==> src/rtl/pngu_pkg.sv <==
// Shared types and constants for the PNG scanline unfilter.
// No dependencies; the top level, recon, checker and testbench import it.
`default_nettype none

package pngu_pkg;

   localparam int BYTE_W     = 8;
   localparam int ROW_REG_W  = 15;
   localparam int BPP_REG_W  = 4;
   localparam int CSR_IDX_W  = 1;
   localparam int CSR_DATA_W = 15;

   // Register map of the configuration port
   typedef enum logic [CSR_IDX_W-1:0] {
      REG_ROW_BYTES   = 1'b0,
      REG_PIXEL_BYTES = 1'b1
   } csr_reg_type;

   // PNG filter types as carried in the filter byte
   typedef enum logic [2:0] {
      FILT_NONE    = 3'd0,
      FILT_SUB     = 3'd1,
      FILT_UP      = 3'd2,
      FILT_AVERAGE = 3'd3,
      FILT_PAETH   = 3'd4
   } filter_type;

   // Neighbor bytes of the current column: left, above, upper-left
   typedef struct packed {
      logic [BYTE_W-1:0] a;
      logic [BYTE_W-1:0] b;
      logic [BYTE_W-1:0] c;
   } nbr_type;

endpackage

`default_nettype wire

==> src/rtl/pngu_recon.sv <==
// Byte reconstruction for the five PNG filter types, including the Paeth pick.
// Depends on pngu_pkg for the filter codes and the neighbor struct.
`default_nettype none

module pngu_recon
   import pngu_pkg::*;
(
   input  wire filter_type        kind,
   input  wire logic [BYTE_W-1:0] data_byte,
   input  wire nbr_type           nbr,
   output logic      [BYTE_W-1:0] pixel_byte
);

   function automatic logic [BYTE_W:0] abs10(input logic signed [BYTE_W+1:0] v);
      logic signed [BYTE_W+1:0] n;
      n = -v;
      return v[BYTE_W+1] ? n[BYTE_W:0] : v[BYTE_W:0];
   endfunction

   logic signed [BYTE_W+1:0] diff_bc;
   logic signed [BYTE_W+1:0] diff_ac;
   logic signed [BYTE_W+1:0] diff_abc;
   logic        [BYTE_W:0]   pa;
   logic        [BYTE_W:0]   pb;
   logic        [BYTE_W:0]   pc;
   logic        [BYTE_W:0]   avg_sum;
   logic        [BYTE_W-1:0] paeth;
   logic        [BYTE_W-1:0] pred;

   // p = a + b - c, so |p-a| = |b-c|, |p-b| = |a-c|, |p-c| = |a+b-2c|
   always_comb begin
      diff_bc  = $signed({2'b00, nbr.b}) - $signed({2'b00, nbr.c});
      diff_ac  = $signed({2'b00, nbr.a}) - $signed({2'b00, nbr.c});
      diff_abc = $signed({2'b00, nbr.a}) + $signed({2'b00, nbr.b})
               - $signed({1'b0, nbr.c, 1'b0});
      pa = abs10(diff_bc);
      pb = abs10(diff_ac);
      pc = abs10(diff_abc);
      if (pa <= pb && pa <= pc) begin
         paeth = nbr.a;
      end else if (pb <= pc) begin
         paeth = nbr.b;
      end else begin
         paeth = nbr.c;
      end
      avg_sum = {1'b0, nbr.a} + {1'b0, nbr.b};
   end

   always_comb begin
      case (kind)
         FILT_SUB:     pred = nbr.a;
         FILT_UP:      pred = nbr.b;
         FILT_AVERAGE: pred = avg_sum[BYTE_W:1];
         FILT_PAETH:   pred = paeth;
         default:      pred = '0;
      endcase
      pixel_byte = data_byte + pred;
   end

endmodule

`default_nettype wire

==> config.mk <==
export PLATFORM = sky130hd
export DESIGN_NAME = pngu_recon
export DESIGN_NICKNAME = d
export VERILOG_FILES = /design/src/rtl/pngu_pkg.sv /design/src/rtl/pngu_recon.sv
export SDC_FILE = /design/constraint.sdc
export NUM_CORES = 1
export LEC_CHECK = 0
export BUFFER_PORTS_ARGS = -buffer_cell sky130_fd_sc_hd__buf_2
export CAP_MARGIN = 15
export CORE_ASPECT_RATIO = 0.5
export CORE_MARGIN = 8
export CORE_UTILIZATION = 55
export DETAILED_ROUTE_END_ITERATION = 6
export PLACE_DENSITY = 0.84
export SLEW_MARGIN = 20
export SYNTH_ARGS = -nofsm -noshare
export SYNTH_HDL_FRONTEND = slang
export SYNTH_SLANG_ARGS = --single-unit
==> constraint.sdc <==
create_clock -name vclk -period 22.1
set_input_delay 4.42 -clock vclk [all_inputs]
set_output_delay 4.42 -clock vclk [all_outputs]
set_load 0.005 [all_outputs]
==> results of run 1 <==
## stage by stage
stage / cells / util / setup slack, ps
3_3_place_gp: 637 / 0.605 / 6400
5_1_grt: 637 / 0.605 / 5460
4_1_cts: 637 / 0.605 / 6200
2_1_floorplan: 510 / - / 7660
3_5_place_dp: 637 / 0.605 / 6230
6_report: 637 / 0.605 / 6070
## cell usage in the layout (no fill, tap or decap), drive strengths merged, types with 9 or more instances in the layout
| cell type | instances |
|---|---|
| o21ai | 30 |
| xnor2 | 28 |
| mux2i | 10 |
| o21a | 13 |
| nand3 | 13 |
| inv | 65 |
| fa | 11 |
| nor3 | 9 |
| a21o | 11 |
| xor2 | 11 |
| nor2 | 45 |
| a211oi | 11 |
| o21bai | 9 |
| nand2 | 24 |
| a21oi | 33 |
| ha | 64 |
| buf | 44 |
## kinds of logic (layout without fill, tap and decap cells)
family | count (synthesis) | after routing | synth area share
adder cells (fa/ha/maj) | 76 | 76 | 0.278
AND/OR/NAND/NOR | 141 | 141 | 0.193
buffers and inverters | 74 | 109 | 0.0794
multiplexers | 12 | 12 | 0.0331
XOR/XNOR | 39 | 39 | 0.0923
AO/OA/AOI/OAI | 168 | 168 | 0.324
## report_power, final
group | internal [mW] | leakage, nW | switching, mW | total (mW)
registers | 0 | 0 | 0 | 0
logic | 0.129 | 1.89 | 0.181 | 0.311
clock network | 0 | 0 | 0 | 0
total | 0.129 | 1.89 | 0.181 | 0.311
## cell type report
| cell class | instances | area [µm²] | share of cell area |
|---|---|---|---|
| inverter | 65 | 244 | 0.0611 |
| multi-input combinational | 436 | 3410 | 0.854 |
| tap | 92 | 115 | 0.0288 |
| timing repair buffer | 44 | 223 | 0.0558 |
## routing by layer
metal / routed length (µm) / vias to the layer above / GRT usage
met4: 216 / 0 / 0.0479
met3: 1050 / 23 / 0.0425
met1: 4760 / 1812 / 0.268
met5: 0 / - / 0
met2: 4620 / 183 / 0.356
li1: - / 1938 / -
## final timing paths
| kind | slack, ps | end | cells past startpoint |
|---|---|---|---|
| hold / removal | 9140 | pixel_byte[0] | 3 |
| setup / recovery | 6070 | pixel_byte[7] | 31 |
==> metrics.txt, run 1 <==
CP required=17,680 ps; gr ovfl total=0; Max-cap violations=0; cell class contributing the biggest share of worst-path delay=compound AO/OA/AOI/OAI gates; Post-Syn Nets=just over 600; die height=74.0 µm; pin slew with the least headroom to its limit=803 ps; antenna viol nets, final=0; FF+latch count=0; post-route cell area=3990 µm²; Synth top area share=0.216; postcts setup bufs=0; layout cells sized above 1=0.110; worst hold path type=in2out; Avg Cell Area, Syn=7.26 µm²; Fillers=598; RSZ-0062 raised after global routing=no; status=finished clean; Synth Warn #=0; CP Capture Type=output port; crit share post-route=0.725; final net count=between 600 and 700; via-per-instance ratio=6.21; Synth area leaders=ha_1, xnor2_1, inv_1, fa_1, nor2_1; IO Port Bufs=43; FF+latch area=0 µm²; Design Power=0.311 mW; PD cells=roughly 78 nW/µm²; peak per-stage delay on the critical path=~630 ps; final hold violations=0; Post-CTS Hold Fix Bufs=0; WP buf/inv=4; fmax=~62 MHz; Mapped Cells=510; # diodes=0; commonest cells in the netlist=inv_1, ha_1, nor2_1, a21oi_1, o21ai_0; Worst EP arrival=11,610 ps; clkbuf count=0; GPL Wtd Cong=0.952; Fin Setup TNS=0 ps; Worst setup SP type=input pin; # IOs=43; Hold Startpoint=data_byte[0]; first-pass GRT wire length=17.4 mm; dpl cell area=3990 µm²; Pre-Repair DR Iteration Count=6; Min Hold Slack=9140 ps; Mapped Area=3700 µm²; Min Clock Period, post-route=16,030 ps; Seq/Total Area, Yosys=0; Pleak=1.89 nW; dpl hpwl=slightly above 9 mm; largest net degree at the start of global routing=16; First DRT Iteration DRCs=353; site row count=21; Critical-path top delay cell=o41ai_2; vias in the first global route=3,784; area delta synth->final=7.77%; routed vias=3,956; Initial Util=0.561; Setup CP Type=in2out; crit-path max FO=9; crit path from=nbr[8]; most common cell in the netlist=inv_1; Post-Route WL=around 11 mm; Synth area leader=ha_1; width of the chip=between 100 and 150 µm; WL/cell=16.7 µm; die area=between 9000 and 10,000 µm²; fin. max-slew vios=0; Post-CTS Resized=0; initial antenna violation count=0; Slew HR=0.451; Global Route Usage Sum=0.208; DR DRC count=0; Distinct cells, synth=69; core area=approximately 6600 µm²; final setup fails=0; maximum vdd ir drop=roughly 0.00003 V
No activity file was read; power rests on OpenSTA's default activity.
==> run 2: changes to the inputs <==
- ABC_AREA: not set -> 1
- clock period: 22.1 -> 16.4 ns (I/O delays scaled with it)
==> metrics.txt, run 2 <==
Distinct cells, synth=40 (-42%); Fin Setup TNS=0 ps (unchanged); Synth area leader=ha_1; Synth top area share=0.217 (+0.000954); layout cells sized above 1=0.168 (+0.0579); Worst setup SP type=input pin; postcts setup bufs=0 (unchanged); RSZ-0062 raised after global routing=no; Fillers=621 (+3.8%); Synth Warn #=0 (unchanged); FF+latch count=0 (unchanged); setup ws final=4190 ps (-1880 ps); final setup fails=0 (unchanged); maximum vdd ir drop=0.0000323 V (+4.8%); Post-Syn Nets=717 (+16%); commonest cells in the netlist=nand2_1, inv_1, ha_1, nor2_1, nand3_1; CP Capture Type=output port; FF+latch area=0 µm² (unchanged); Post-CTS Resized=0 (unchanged); routed vias=3,897 (-1.5%); Post-CTS Hold Fix Bufs=0 (unchanged); Min Hold Slack=6880 ps (-2260 ps); Synth area leaders=ha_1, nand2_1, inv_1, fa_1, nand3_1; cell class contributing the biggest share of worst-path delay=simple AND/OR/NAND/NOR gates; initial antenna violation count=0 (unchanged); peak per-stage delay on the critical path=530 ps (-100 ps); Placed Cells=741 (+16%); first-pass GRT wire length=16.5 mm (-5.0%); # IOs=43 (unchanged); Pre-Repair DR Iteration Count=5 (-1); Mapped Cells=607 (+19%); die area=9740 µm² (-0.37%); final net count=761 (+16%); clkbuf count=0 (unchanged); crit-path max FO=15 (+6); most frequent cells in the layout=nand2_1, inv_1, ha_1, buf_2, nor2_1; site row count=21 (unchanged); pin slew with the least headroom to its limit=809 ps (+6.18 ps); antenna viol nets, final=0 (unchanged); GPL Wtd Cong=0.930 (-2.3%); DR DRC count=0 (unchanged); Max-cap violations=0 (unchanged); largest net degree at the start of global routing=16 (unchanged); PD cells=87.8 nW/µm² (+13%); commonest non-fill, non-tap cell in the layout=nand2_1; CP required=13,120 ps (-4560 ps); worst hold path type=in2out; Non-Filler Instances=741 (+16%); Setup CP Type=in2out; width of the chip=132 µm (-0.19%); status=finished clean; core area=6600 µm² (unchanged); Critical Path Stages=40 (+29%); gr ovfl total=0 (unchanged); final core occ=0.606 (+0.000948); Mapped Area=3690 µm² (-0.44%); final hold violations=0 (unchanged); Post-Route WL=9.73 mm (-8.6%); Avg Cell Area, Syn=6.07 µm² (-16%); WL/cell=13.1 µm (-21%); Initial Util=0.559 (-0.00247); Pleak=2.35 nW (+25%); WP buf/inv=8 (+4); dpl hpwl=8.75 mm (-4.1%); via-per-instance ratio=5.26 (-15%); Seq/Total Area, Yosys=0 (unchanged); die height=73.9 µm (-0.18%); area delta synth->final=8.42%; IO Port Bufs=43 (unchanged); fmax=81.9 MHz; Global Route Usage Sum=0.199 (-0.00874); First DRT Iteration DRCs=332 (-5.9%); most common cell in the netlist=nand2_1; DP Worst Slack=4220 ps (-2010 ps); crit share post-route=0.744; # diodes=0 (unchanged); WHS Path Cells=3 (unchanged); Worst EP arrival=8930 ps (-2680 ps); Slew HR=0.456 (+0.00558); Min Clock Period, post-route=12,210 ps; Critical-path top delay cell=fa_1; vias in the first global route=3,720 (-1.7%); fin. max-slew vios=0 (unchanged)
[run 2: cell types whose count changed after synthesis, sizes merged, moves of 7 or more]
cell	before	now
o21a	13	3
a21o	11	1
nand3b	3	10
inv	65	132
a211oi	11	0
a22oi	7	0
mux2i	10	0
nand3	13	47
xnor2	28	9
nand2	24	170
nand2b	8	0
[run 2: path summary, 6_finish.rpt]
kind | from | to | slack [ps]
hold / removal | data_byte[0] | pixel_byte[0] | 6880
setup / recovery | nbr[11] | pixel_byte[7] | 4190
[run 2: per-stage QoR]
| step | instance area, µm² | power (mW) |
|---|---|---|
| CTS | 4000 | 0.348 |
| finish | 4000 | 0.351 |
| global placement | 4000 | 0.337 |
| floorplan | 3690 | 0.274 |
| global route | 4000 | 0.398 |
| detailed placement | 4000 | 0.346 |
[run 2: cell families (layout without fill, tap and decap cells)]
group / count (synthesis) / after routing / synth area share
AND/OR/NAND/NOR: 289 / 289 / 0.376
buffers and inverters: 133 / 175 / 0.140
AO/OA/AOI/OAI: 87 / 87 / 0.152
adder cells (fa/ha/maj): 75 / 75 / 0.277
XOR/XNOR: 23 / 23 / 0.0547
[run 2: cell type report]
type | instances | area (µm²) | share of cell area
Inverter | 132 | 495 | 0.124
Multi-Input combinational cell | 474 | 3170 | 0.793
Tap cell | 92 | 115 | 0.0288
Timing Repair Buffer | 43 | 215 | 0.0539
[run 2: report_power, final]
part,switching [mW],internal (mW)
logic,0.222,0.128
registers,0,0
clock network,0,0
[run 2: per-layer routing]
metal  part of all wire  global-route usage  wire length (µm)  vias up
li1                   -                   -                 -     2042
met1               0.50               0.275              4840     1730
met2               0.43               0.345              4230      117
met3              0.064              0.0157               620        8
met4             0.0047              0.0177                46        0
met5                  0                   0                 0        -
==> run 3: changes to the inputs <==
- ABC_AREA: 1 -> 0
- clock period: 16.4 -> 11.5 ns (I/O delays scaled with it)
==> metrics.txt, run 3 (same netlist as run 1, synthesis figures left out) <==
status=finished clean; dpl hpwl=9.00 mm (+2.9%); peak per-stage delay on the critical path=480 ps (-50 ps); FF+latch count=0 (unchanged); largest net degree at the start of global routing=16 (unchanged); vias in the first global route=3,691 (-0.78%); Non-Filler Instances=644 (-13%); WL/cell=16.7 µm (+27%); Pleak=1.93 nW (-18%); layout cells sized above 1=0.132 (-0.0357); most frequent cells in the layout=inv_1, ha_1, nor2_1, buf_2; Placed Cells=640 (-14%); WHS Path Cells=3 (unchanged); Gate power share=1.000 (about the same); Clock power frac=0 (unchanged); GPL Wtd Cong=0.980 (+5.3%); clkbuf count=0 (unchanged); Worst setup SP type=input pin; # IOs=43 (unchanged); switch share=0.569 (-0.0650); Post-Route WL=10.8 mm (+11%); Setup CP Type=in2out; Pre-Repair DR Iteration Count=5 (unchanged); crit share post-route=0.971; fin. max-slew vios=0 (unchanged); Min Clock Period, post-route=11,160 ps; Hold Startpoint=data_byte[0]; pin slew with the least headroom to its limit=762 ps (-47.7 ps); Initial Util=0.561 (+0.00247); fmax=about 90 MHz; # diodes=0 (unchanged); width of the chip=132 µm (+0.19%); DR DRC count=0 (unchanged); Design Power=0.614 mW (+75%); gr ovfl total=0 (unchanged); Worst EP arrival=8860 ps (-70 ps); final setup fails=0 (unchanged); final hold violations=0 (unchanged); FF+latch area=0 µm² (unchanged); sw power=0.349 mW (+57%); RSZ-0062 raised after global routing=no; IO Port Bufs=43 (unchanged); internal power=0.265 mW (+110%); maximum vdd ir drop=0.0000678 V (+110%); routed vias=4,003 (+2.7%); Max-cap violations=0 (unchanged); antenna viol nets, final=0 (unchanged); first-pass GRT wire length=17.4 mm (+5.1%); crit-path max FO=8 (-7); Reg power frac=0 (unchanged); Critical-path top delay cell=fa_1; Fin Setup TNS=0 ps (unchanged); CP Capture Type=output port; via-per-instance ratio=6.22 (+18%); Hold Crit Endpoint=pixel_byte[0]; final net count=664 (-13%); PD cells=150 nW/µm² (+71%); Global Route Usage Sum=0.208 (+0.00870); initial antenna violation count=0 (unchanged); CP required=9200 ps (-3920 ps); commonest non-fill, non-tap cell in the layout=inv_1; worst hold path type=in2out; First DRT Iteration DRCs=353 (+6.3%); area delta synth->final=10.3%; Slew HR=0.479 (+0.0228); site row count=21 (unchanged); die height=74.0 µm (+0.18%); core area=6600 µm² (unchanged); die area=9770 µm² (+0.37%)
[run 3: changes by cell type in the layout (fill, tap and decap cells not counted), sizes merged, moves of 7 or more]
| cell | before | now |
|---|---|---|
| a211oi | 0 | 11 |
| nand3b | 10 | 3 |
| inv | 132 | 65 |
| nand2 | 170 | 24 |
| xnor2 | 9 | 28 |
| nand2b | 0 | 8 |
| a22oi | 0 | 7 |
| o21a | 3 | 13 |
| mux2i | 0 | 10 |
| nand3 | 47 | 13 |
| buf | 43 | 51 |
| a21o | 1 | 11 |
[run 3: layout make-up]
class                      instances  area (µm²)
timing repair buffer              51         275
tap                               92         115
multi-input combinational        436        3450
fill                             572        2510
inverter                          65         244
[run 3: through the flow]
stage	area (µm²)	hold WS, ps	setup WS [ps]	utilization
after floorplan	3700	4720	1300	-
after global placement	4010	4890	506	0.608
after detailed placement	4010	4900	270	0.608
after CTS	4010	4900	271	0.608
after global routing	4080	4910	1.59	0.619
final	4080	4900	339	0.619
[run 3: how the worst max path moves through the flow]
stage | endpoint | cells past startpoint | start
2_1_floorplan | pixel_byte[7] | 30 | nbr[10]
3_3_place_gp | pixel_byte[7] | 33 | nbr[10]
3_5_place_dp | pixel_byte[7] | 31 | nbr[8]
4_1_cts | pixel_byte[7] | 31 | nbr[8]
5_1_grt | pixel_byte[7] | 31 | nbr[8]
6_report | pixel_byte[7] | 33 | nbr[18]
[run 3: repair_timing]
item / CTS / global route
resized for setup: 0 / 7
setup buffers: 0 / 4
endpoints found under the setup margin: 0 / 1
hold endpoints to repair: 0 / 0
hold buffers: 0 / 0
[run 3: power groups by stage]
stage | clock, mW | sequential [mW] | combinational, mW
after floorplan | 0 | 0 | 0.449
after global placement | 0 | 0 | 0.571
after detailed placement | 0 | 0 | 0.583
after CTS | 0 | 0 | 0.588
after global routing | 0 | 0 | 0.675
final | 0 | 0 | 0.614
[run 3: worst max-delay path: cells and delay by family]
kind                     cells  cell delay, ps
buffers and inverters        5             600
adder cells (fa/ha/maj)      4            1340
XOR/XNOR                     1             200
AO/OA/AOI/OAI               17            3380
AND/OR/NAND/NOR              6            1040
[run 3: metal layers]
metal,GRT usage,vias to the layer above,share of wire
met1,0.278,1852,0.46
met4,0.0315,0,0.012
met5,0,-,0
met2,0.363,177,0.44
met3,0.0243,15,0.082
li1,-,1959,-
